`src/rtl/core/b64e_pkg.sv`:
```
`default_nettype none

package b64e_pkg;

   // kind of an input beat
   typedef enum logic {
      KIND_DATA = 1'b0,
      KIND_END  = 1'b1
   } kind_type;

   // bytes already taken in the current 3-byte group
   typedef enum logic [1:0] {
      PHASE_ZERO = 2'd0,
      PHASE_ONE  = 2'd1,
      PHASE_TWO  = 2'd2
   } phase_type;

   // queue geometry
   localparam int QUEUE_DEPTH = 4;
   localparam int QUEUE_AW    = $clog2(QUEUE_DEPTH);

   // ASCII constants
   localparam logic [6:0] PAD_CHAR   = 7'd61;  // '='
   localparam logic [6:0] PLUS_CHAR  = 7'd43;  // '+'
   localparam logic [6:0] SLASH_CHAR = 7'd47;  // '/'

   // one queued job: up to three characters from one input beat
   typedef struct packed {
      logic [5:0] sextet0;    // first character index
      logic [5:0] sextet1;    // second character index, unless padded
      logic [1:0] last_idx;   // index of the final character (0..2)
      logic       pad_second; // second character is '='
   } job_type;

   // map a 6-bit value to its alphabet character
   function automatic logic [6:0] sextet_char(input logic [5:0] v);
      logic [6:0] w;
      w = {1'b0, v};
      if (v < 6'd26) begin
         sextet_char = w + 7'd65;
      end else if (v < 6'd52) begin
         sextet_char = w + 7'd71;
      end else if (v < 6'd62) begin
         sextet_char = w - 7'd4;
      end else if (v == 6'd62) begin
         sextet_char = PLUS_CHAR;
      end else begin
         sextet_char = SLASH_CHAR;
      end
   endfunction

endpackage

`default_nettype wire

```
`src/rtl/core/b64e_front.sv`:
```
`default_nettype none

module b64e_front (
   input  wire logic              clock,
   input  wire logic              reset,
   input  wire logic              in_valid,
   output logic                   in_ready,
   input  wire logic              in_kind,
   input  wire logic [7:0]        in_byte,
   input  wire logic              q_full,
   output logic                   push,
   output b64e_pkg::job_type      push_job
);

   b64e_pkg::phase_type phase_ff, phase_in;
   logic [3:0]          carry_ff, carry_in;
   logic                accept;
   logic                job_valid;
   logic                is_end;

   assign in_ready = !q_full;
   assign accept   = in_valid && !q_full;
   assign is_end   = (in_kind == b64e_pkg::KIND_END);
   assign push     = accept && job_valid;

   // next phase and carry
   always_comb begin
      phase_in = phase_ff;
      carry_in = carry_ff;
      if (accept) begin
         if (is_end) begin
            phase_in = b64e_pkg::PHASE_ZERO;
            carry_in = 4'd0;
         end else begin
            unique case (phase_ff)
               b64e_pkg::PHASE_ONE: begin
                  phase_in = b64e_pkg::PHASE_TWO;
                  carry_in = in_byte[3:0];
               end
               b64e_pkg::PHASE_TWO: begin
                  phase_in = b64e_pkg::PHASE_ZERO;
                  carry_in = 4'd0;
               end
               default: begin
                  phase_in = b64e_pkg::PHASE_ONE;
                  carry_in = {2'b00, in_byte[1:0]};
               end
            endcase
         end
      end
   end

   // classify the beat into a job for the back end
   always_comb begin
      job_valid           = 1'b1;
      push_job.sextet0    = 6'd0;
      push_job.sextet1    = in_byte[5:0];
      push_job.last_idx   = 2'd0;
      push_job.pad_second = 1'b0;
      if (is_end) begin
         unique case (phase_ff)
            b64e_pkg::PHASE_ONE: begin
               push_job.sextet0    = {carry_ff[1:0], 4'b0000};
               push_job.last_idx   = 2'd2;
               push_job.pad_second = 1'b1;
            end
            b64e_pkg::PHASE_TWO: begin
               push_job.sextet0    = {carry_ff, 2'b00};
               push_job.last_idx   = 2'd1;
               push_job.pad_second = 1'b1;
            end
            default: begin
               job_valid = 1'b0;
            end
         endcase
      end else begin
         unique case (phase_ff)
            b64e_pkg::PHASE_ONE: begin
               push_job.sextet0 = {carry_ff[1:0], in_byte[7:4]};
            end
            b64e_pkg::PHASE_TWO: begin
               push_job.sextet0  = {carry_ff, in_byte[7:6]};
               push_job.last_idx = 2'd1;
            end
            default: begin
               push_job.sextet0 = in_byte[7:2];
            end
         endcase
      end
   end

   always_ff @(posedge clock) begin
      if (reset) begin
         phase_ff <= b64e_pkg::PHASE_ZERO;
         carry_ff <= 4'd0;
      end else begin
         phase_ff <= phase_in;
         carry_ff <= carry_in;
      end
   end

endmodule

`default_nettype wire

```
`src/rtl/core/b64e_queue.sv`:
```
`default_nettype none

module b64e_queue (
   input  wire logic              clock,
   input  wire logic              reset,
   input  wire logic              push,
   input  wire b64e_pkg::job_type push_job,
   output logic                   full,
   input  wire logic              pop,
   output logic                   empty,
   output b64e_pkg::job_type      head_job
);

   b64e_pkg::job_type                  entry_ff [b64e_pkg::QUEUE_DEPTH];
   logic [b64e_pkg::QUEUE_AW-1:0]      wr_ptr_ff, wr_ptr_in;
   logic [b64e_pkg::QUEUE_AW-1:0]      rd_ptr_ff, rd_ptr_in;
   logic [b64e_pkg::QUEUE_AW:0]        count_ff, count_in;

   assign full     = (count_ff == (b64e_pkg::QUEUE_AW+1)'(b64e_pkg::QUEUE_DEPTH));
   assign empty    = (count_ff == '0);
   assign head_job = entry_ff[rd_ptr_ff];

   // advance pointers and occupancy
   always_comb begin
      wr_ptr_in = wr_ptr_ff;
      rd_ptr_in = rd_ptr_ff;
      count_in  = count_ff;
      if (push) begin
         wr_ptr_in = wr_ptr_ff + 1'b1;
      end
      if (pop) begin
         rd_ptr_in = rd_ptr_ff + 1'b1;
      end
      if (push && !pop) begin
         count_in = count_ff + 1'b1;
      end else if (pop && !push) begin
         count_in = count_ff - 1'b1;
      end
   end

   always_ff @(posedge clock) begin
      if (reset) begin
         wr_ptr_ff <= '0;
         rd_ptr_ff <= '0;
         count_ff  <= '0;
      end else begin
         wr_ptr_ff <= wr_ptr_in;
         rd_ptr_ff <= rd_ptr_in;
         count_ff  <= count_in;
      end
   end

   // store the job
   always_ff @(posedge clock) begin
      if (push) begin
         entry_ff[wr_ptr_ff] <= push_job;
      end
   end

endmodule

`default_nettype wire

```
`src/rtl/core/b64e_back.sv`:
```
`default_nettype none

module b64e_back (
   input  wire logic              clock,
   input  wire logic              reset,
   input  wire logic              q_empty,
   input  wire b64e_pkg::job_type head_job,
   output logic                   pop,
   output logic                   out_valid,
   input  wire logic              out_ready,
   output logic [6:0]             out_char,
   output logic                   out_last
);

   logic [1:0] idx_ff, idx_in;
   logic       valid_ff, valid_in;
   logic [6:0] char_ff;
   logic       last_ff;
   logic [6:0] cur_char;
   logic       cur_last;
   logic       load;

   assign out_valid = valid_ff;
   assign out_char  = char_ff;
   assign out_last  = last_ff;

   assign load     = !q_empty && (!valid_ff || out_ready);
   assign cur_last = (idx_ff == head_job.last_idx);
   assign pop      = load && cur_last;

   // select the character at the current index of the head job
   always_comb begin
      case (idx_ff)
         2'd0:    cur_char = b64e_pkg::sextet_char(head_job.sextet0);
         2'd1:    cur_char = head_job.pad_second ? b64e_pkg::PAD_CHAR
                                                 : b64e_pkg::sextet_char(head_job.sextet1);
         default: cur_char = b64e_pkg::PAD_CHAR;
      endcase
   end

   // advance index, drop valid once taken
   always_comb begin
      idx_in   = idx_ff;
      valid_in = valid_ff;
      if (load) begin
         valid_in = 1'b1;
         idx_in   = cur_last ? 2'd0 : idx_ff + 2'd1;
      end else if (out_ready) begin
         valid_in = 1'b0;
      end
   end

   always_ff @(posedge clock) begin
      if (reset) begin
         idx_ff   <= 2'd0;
         valid_ff <= 1'b0;
      end else begin
         idx_ff   <= idx_in;
         valid_ff <= valid_in;
      end
   end

   // output payload register
   always_ff @(posedge clock) begin
      if (load) begin
         char_ff <= cur_char;
         last_ff <= cur_last;
      end
   end

endmodule

`default_nettype wire

```
`src/rtl/core/base64_stream_encoder.sv`:
```
`default_nettype none
// Streaming Base64 encoder, standard alphabet with '=' padding.
// Input channel req_*: one beat per byte. req_tuser = 0 carries a data byte in
// req_tdata; req_tuser = 1 ends the message and flushes the partial character
// and padding (req_tdata ignored). An end beat after a full group gives nothing.
// Result channel rsp_*: one ASCII character per beat in rsp_tdata[6:0];
// rsp_tlast marks the final character caused by one input beat.
// The job for an input beat enters the queue at the accepting edge, and the back
// end then loads the output register from the head of the queue. Throughput:
// one character per cycle on rsp while jobs are queued and rsp_tready is high;
// a data byte gives one or two characters (4/3 on average), an end beat up to
// three; the output register, which holds a single character, sets this rate.
// The front end classifies each beat into a job in a four-entry queue; the
// back end serializes jobs. req_tready drops only when the queue is full, so
// a stalled receiver backs up the queue and then the input, without loss.
// Reset (synchronous, active high) empties the queue, drops rsp_tvalid and
// returns the encoder to the start of a group.

module base64_stream_encoder (
   input  wire logic       clock,
   input  wire logic       reset,
   input  wire logic       req_tvalid,
   output logic            req_tready,
   input  wire logic [7:0] req_tdata,   // [7:0] byte_value
   input  wire logic       req_tuser,   // [0] kind
   output logic            rsp_tvalid,
   input  wire logic       rsp_tready,
   output logic [7:0]      rsp_tdata,   // [6:0] char_code, [7] zero
   output logic            rsp_tlast
);

   logic              q_full;
   logic              q_empty;
   logic              push;
   logic              pop;
   b64e_pkg::job_type push_job;
   b64e_pkg::job_type head_job;
   logic [6:0]        char_code;

   b64e_front u_front (
      .clock    (clock),
      .reset    (reset),
      .in_valid (req_tvalid),
      .in_ready (req_tready),
      .in_kind  (req_tuser),
      .in_byte  (req_tdata),
      .q_full   (q_full),
      .push     (push),
      .push_job (push_job)
   );

   b64e_queue u_queue (
      .clock    (clock),
      .reset    (reset),
      .push     (push),
      .push_job (push_job),
      .full     (q_full),
      .pop      (pop),
      .empty    (q_empty),
      .head_job (head_job)
   );

   b64e_back u_back (
      .clock     (clock),
      .reset     (reset),
      .q_empty   (q_empty),
      .head_job  (head_job),
      .pop       (pop),
      .out_valid (rsp_tvalid),
      .out_ready (rsp_tready),
      .out_char  (char_code),
      .out_last  (rsp_tlast)
   );

   assign rsp_tdata = {1'b0, char_code};

`ifndef SYNTHESIS
   a_no_push_when_full : assert property (@(posedge clock) disable iff (reset)
      !(push && q_full))
      else $error("job pushed into a full queue");

   a_no_pop_when_empty : assert property (@(posedge clock) disable iff (reset)
      !(pop && q_empty))
      else $error("job popped from an empty queue");

   a_reset_clears_out : assert property (@(posedge clock)
      reset |=> !rsp_tvalid)
      else $error("result valid right after reset");
`endif

endmodule

`default_nettype wire

```
`config.mk`:
```
export PLATFORM = sky130hd
export DESIGN_NAME = base64_stream_encoder
export DESIGN_NICKNAME = d
export VERILOG_FILES = /design/src/rtl/core/b64e_pkg.sv /design/src/rtl/core/b64e_front.sv /design/src/rtl/core/b64e_queue.sv /design/src/rtl/core/b64e_back.sv /design/src/rtl/core/base64_stream_encoder.sv
export SDC_FILE = /design/constraint.sdc
export NUM_CORES = 1
export LEC_CHECK = 0
export BUFFER_PORTS_ARGS = -buffer_cell sky130_fd_sc_hd__clkbuf_2
export CAP_MARGIN = 5
export CORE_MARGIN = 1.5
export CORE_UTILIZATION = 60
export DETAILED_ROUTE_END_ITERATION = 8
export PLACE_DENSITY = 0.9
export SLEW_MARGIN = 20
export SYNTH_ARGS = -nofsm -noshare
export SYNTH_HDL_FRONTEND = slang
export SYNTH_HIERARCHICAL = 1
export SYNTH_SLANG_ARGS = --single-unit
```
`constraint.sdc`:
```
create_clock -name clock -period 3.4 [get_ports clock]
set_input_delay 0.68 -clock clock [delete_from_list [all_inputs] [get_ports clock]]
set_output_delay 0.68 -clock clock [all_outputs]
set_load 0.005 [all_outputs]
```
---- Word-level counts from Yosys, hierarchy flattened ----
Memories as Yosys holds them, arrays and structs flattened. A register that Yosys moved wholly into a read port is not among the register bits.
Index checks and enable logic that the tools add are counted.
word-level totals
  bits in registers ....................... 24
  bits in latches ......................... 0
  bits in writable memories ............... 60
  ROM bits ................................ 0
  output and inout port bits .............. 11
  word-level logic and storage cells ...... 83
  memories kept ........................... 1
operators by class
  add/subtract/negate cells ............... 11
  multiply operators ...................... 0
  div/mod/pow operators ................... 0
  order comparisons ....................... 6
  equality and inequality tests ........... 7
  shifts and indexed selects .............. 0
  mux-type cells .......................... 32
  bitwise operators ....................... 0
  reduce and logical (&&, ||, !) cells .... 17
memories
  memory            depth  bits a word  read ports  clocked after memory_dff  write ports  RTL line          RTL
  u_queue.entry_ff  4      15           1           1                         1            b64e_queue.sv:14  b64e_pkg::job_type entry_ff [b64e_pkg::QUEUE_DEPTH];
operators by type and width
  operator             number
  $mux 7               7
  $add 6x7->7 const B  4
  $lt 6x6->1 const B   4
  $pmux 6 s2           2
  $pmux 7 s2           1
  $sub 6x3->7 const B  2
  $eq 6x6->1 const B   2
  $lt 6x5->1 const B   2
  $mux 3               4
  $mux 2               5
  $mux 1               8
  $pmux 4 s2           1
  $add 2x1->2 const B  3
  $logic_and 1x1->1    6
  $mux 6               1
  $pmux 3 s2           1
  $logic_not 1->1      5
  $eq 2x1->1 const B   2
  $mux 4               1
  $pmux 2 s2           1
  $reduce_bool 2->1    2
  $add 3x1->3 const B  1
  $eq 3x3->1 const B   1
  $logic_not 3->1      1
  other kinds (6)      6

---- Longest topological paths before layout ----
  word-level depth ........................ 9
  depth in mapped cells ................... 13
  gate-level depth less buffers ........... 11

---- By module ----
Netlist, hierarchy kept.
modules (own cells, without submodules)
  module                 times used  cells each  area each (µm²)  seq. area each (µm²)
  b64e_queue             1           122         2623.8           1981.9
  b64e_back              1           145         1197.4           300.3
  b64e_front             1           62          503.0            120.1
  base64_stream_encoder  1           2           11.3             0.0

---- Worst setup path before layout ----
Ideal clock, no wire load.
  path kind ............................... reg2reg
  start ................................... register (tool-made name)
  end ..................................... register u_queue/count_ff[2] (netlist bit)
  library setup time ...................... 0.070 ns
  arrival time ............................ 2.565 ns
  required time ........................... 3.330 ns
  path slack .............................. 0.765 ns
  stages on the path, launching flop included .. 14
  buffers on the path ..................... 2
  cells stage by stage .................... dfxtp_1 > buf_6 > buf_12 > mux4_2 > xnor2_1 > nand2_1 > nor2_1 > inv_1 > ha_1 > inv_1 > fa_1 > xor2_1 > or3_1 > a21oi_1
RTL lines
  item                    RTL line          RTL
  end signal: assignment  b64e_queue.sv:49  count_ff <= count_in;
  end: declaration        b64e_queue.sv:17  logic [b64e_pkg::QUEUE_AW:0] count_ff, count_in;

==> results.md <==
* Status: completed
* Max-capacitance violation count at 0
* CTS max path bufs at 2
* N_diodes at 0
* Ys flop type: edfxtp_1
* Power per Cell Area at about 730 mW/mm2
* Die area at about 0.0077 mm2
* Crit share post-route at 0.8403
* Endpoint class of the critical path: flip-flop
* CTS Buf Count at 9
* Area leader, netlist: edfxtp_1
* Initial antenna violation count at 0
* Residual DRC at 0
* Cell count after synthesis at 331
* Initial DRC count at between 150 and 200
* Routed Antenna Nets at 0
* CTS tree: done
* Worst skew pair latency at between 0.3 and 0.4 ns
* Hold path cells at 2
* # Post-CTS Setup Buffers at 0
* Crit-path most repeated cell: inv_1
* Reg-to-Reg End: u_queue/count_ff[2]$_SDFFE_PP0P_
* Count of different cell masters after synthesis at 58
* Die X at slightly below 90 um
* CTS root buffer: clkbuf_8
* CP Class: flip-flop to flip-flop
* Ys async rst share at 0
* Final Hold Slack at ~0.46 ns
* Row count at 30
* Slew Viols, Final at 0
* CP bufs+invs at 3
* Critical Path Fanout Max at 8
* Clk sink count at 86
* Worst path required time at between 3 and 4 ns
* Net Count, Synth at ~370
* Average wire per standard cell at between 15 and 20 um
* Clock Pin Slew Worst Setup and Hold Paths at 0.08 ns
* Final Setup Violations at 0
* Hold_buf cts at 0
* Dominant delay contributor by cell family on the critical path: multiplexers
* Number of flops mapped to enable cells by yosys at about 70
* Layout cells sized above 1 at 0.1695
* Largest net degree at the start of global routing at 18
* Worst Reg2Reg Path Length in Cells at 12
* Nets@finish at 383
* Avg Inst Size Synth at approximately 13 um2
* Via count at between 2,000 and 3,000
* Area after DPL at about 0.0044 mm2
* Total track usage at 0.2216
* Sequential fraction of the synthesis area at 0.5541
* Core area at approximately 0.0069 mm2
* Post-DP HPWL at 5624 um
* Post-Route WL at 7894 um
* First-pass GRT wire length at between 10,000 and 15,000 um
* Leak at roughly 1.7 nW
* Worst Setup EP: u_queue/count_ff[2]$_SDFFE_PP0P_
* Synth area leaders: edfxtp_1 (47%), dfxtp_1 (8.3%), ha_1 (5.8%)
* I/O Pins at 24
* Worst vdd ir at 0.0003560 V
* RSZ-0062 raised after global routing: false
* Routed vias/inst at slightly below 6
* Reg2Reg Setup Slack at around 0.54 ns
* Seq cells post-synth at 86
* Slowest CP cell: mux4_1
* Tmin final at ~2.9 ns
* Cell area after synthesis at 0.004335 mm2
* Hold Crit Class: flip-flop to flip-flop
* Area grow syn2layout at 6.465%
* Setup TNS at 0 ns
* CTS resizes at 0
* Setup WS pre-CTS at between 0.5 and 0.6 ns
* Worst slew margin at 0.4415
* Synth top area share at 0.4710
* GP Congestion at a little under 0.9
* Critical path, cell by cell: buf_4, mux4_1, xnor2_1, nand2_1, nor2_1, inv_1, ha_1, inv_1, fa_1, xor2_1, or3_1, a21oi_1
* Die height at roughly 88 um
* Levels on crit path at 12
* H-tree Lvls at 3
* Gr ovfl total at 0
* Yosys warnings at 6
* Fmax at 350.0 MHz
* Pre-antenna DRT Iters at 5
* Initial Util at 0.6277
* Fill count at around 510
* I/O Buffers at 22
* Vias in the first global route at roughly 2,700
* Fin area at about 0.0046 mm2
* Setup WS post-layout at 0.5431 ns
* Worst Clk Skew at between 0.01 and 0.015 ns
* Critical path startpoint category: flip-flop
* WP data arrival at 3.15 ns
* Final Hold Fails at 0
* Worst slew pin tran at between 0.8 and 0.9 ns
* CP peak stage delay at 0.59 ns
-- layer usage --
metal,GRT usage,up-vias,routed length (um)
met3,0.03487,20,409
li1,-,1266,-
met5,0,-,0
met4,0.1371,0,247
met1,0.2688,1301,3275
met2,0.3720,95,3962
-- power by group --
group / internal (mW) / total, mW / switching [mW]
clock network: 0.290 / 0.644 / 0.355
registers: 1.33 / 1.39 / 0.0608
logic: 0.554 / 1.32 / 0.761
-- worst min-delay path by stage --
stage,endpoint,slack (ns),from
finish,u_front/carry_ff[3]$_SDFFE_PP0P_,0.46,u_front/carry_ff[3]$_SDFFE_PP0P_
global route,u_front/carry_ff[2]$_SDFFE_PP0P_,0.48,u_front/carry_ff[2]$_SDFFE_PP0P_
CTS,u_front/carry_ff[3]$_SDFFE_PP0P_,0.46,u_front/carry_ff[3]$_SDFFE_PP0P_
detailed placement,u_front/carry_ff[2]$_SDFFE_PP0P_,0.45,u_front/carry_ff[2]$_SDFFE_PP0P_
global placement,u_front/carry_ff[3]$_SDFFE_PP0P_,0.44,u_front/carry_ff[3]$_SDFFE_PP0P_
floorplan,u_front/carry_ff[2]$_SDFFE_PP0P_,0.43,u_front/carry_ff[2]$_SDFFE_PP0P_
-- Yosys cell counts (2+ instances only) --
cell	instances
nand2b_1	5
o22ai_1	5
a21o_1	3
a22oi_1	2
a22o_1	2
edfxtp_1	68
a31oi_1	2
o211a_1	2
nor3_1	8
mux2i_1	5
buf_6	3
a211oi_1	5
dfxtp_1	18
buf_2	2
xor2_1	3
xnor2_1	9
nor2_1	16
mux4_1	5
o21ai_0	8
inv_1	23
nand3_1	7
nand2_1	24
buf_4	10
ha_1	20
and2_1	5
mux4_2	10
a21oi_1	21
nor2b_1	6
a221oi_1	5
-- logic make-up (layout without fill, tap and decap cells) --
group / Yosys count / in the layout / share of synthesized area
buffers and inverters: 41 / 64 / 0.05396
flip-flops: 86 / 86 / 0.5541
AO/OA/AOI/OAI: 66 / 66 / 0.1045
XOR/XNOR: 12 / 12 / 0.02424
adder cells (fa/ha/maj): 21 / 21 / 0.06234
AND/OR/NAND/NOR: 83 / 83 / 0.1036
other: 1 / 1 / 0.0008650
multiplexers: 21 / 21 / 0.09639
-- flip-flops by register name (all words and copies together) (netlist names), named ones only --
signal / flops
u_front/carry_ff: 4
u_back/out_last: 1
u_queue/wr_ptr_ff: 2
u_queue/count_ff: 3
u_back/idx_ff: 2
u_back/out_char: 7
u_queue/entry_ff: 60
u_queue/rd_ptr_ff: 2
u_back/out_valid: 1
u_front/phase_ff: 2
-- cell usage in the layout, fill, tap and decap left out, types with 5 or more instances in the layout --
cell / count
o22ai_1: 5
mux4_2: 10
a211oi_1: 5
xnor2_1: 9
nor3_1: 8
mux2i_1: 5
nor2_1: 16
nor2b_1: 6
a21oi_1: 21
nand3_1: 7
dfxtp_1: 18
a221oi_1: 5
o21ai_0: 8
clkbuf_8: 10
nand2b_1: 5
edfxtp_1: 68
mux4_1: 5
nand2_1: 24
inv_1: 23
ha_1: 20
clkbuf_2: 22
and2_1: 5
-- metrics by stage --
stage | std cells | power, mW | utilization
floorplan | 331 | 2.462 | -
global placement | 434 | 2.653 | 0.6429
detailed placement | 434 | 2.721 | 0.6429
CTS | 450 | 3.361 | 0.6683
global route | 450 | 3.545 | 0.6683
finish | 450 | 3.351 | 0.6683
-- worst reg2reg max path: stages (launching register included) --
cell and delay (ns):
dfxtp_1 0.35, buf_4 0.20, mux4_1 0.59, xnor2_1 0.15, nand2_1 0.11, nor2_1 0.08, inv_1 0.08, ha_1 0.18
inv_1 0.06, fa_1 0.38, xor2_1 0.18, or3_1 0.30, a21oi_1 0.14
-- layout make-up --
cell class	count	area (um2)	area share
sequential	86	2402	0.5205
multi-input combinational	204	1699	0.3681
clock buffer	12	145.1	0.03144
timing repair buffer	25	132.6	0.02873
tap	96	120.1	0.02602
inverter	23	86.33	0.01870
clock inverter	4	30.03	0.006506
Power figures use the tool's default switching activity.
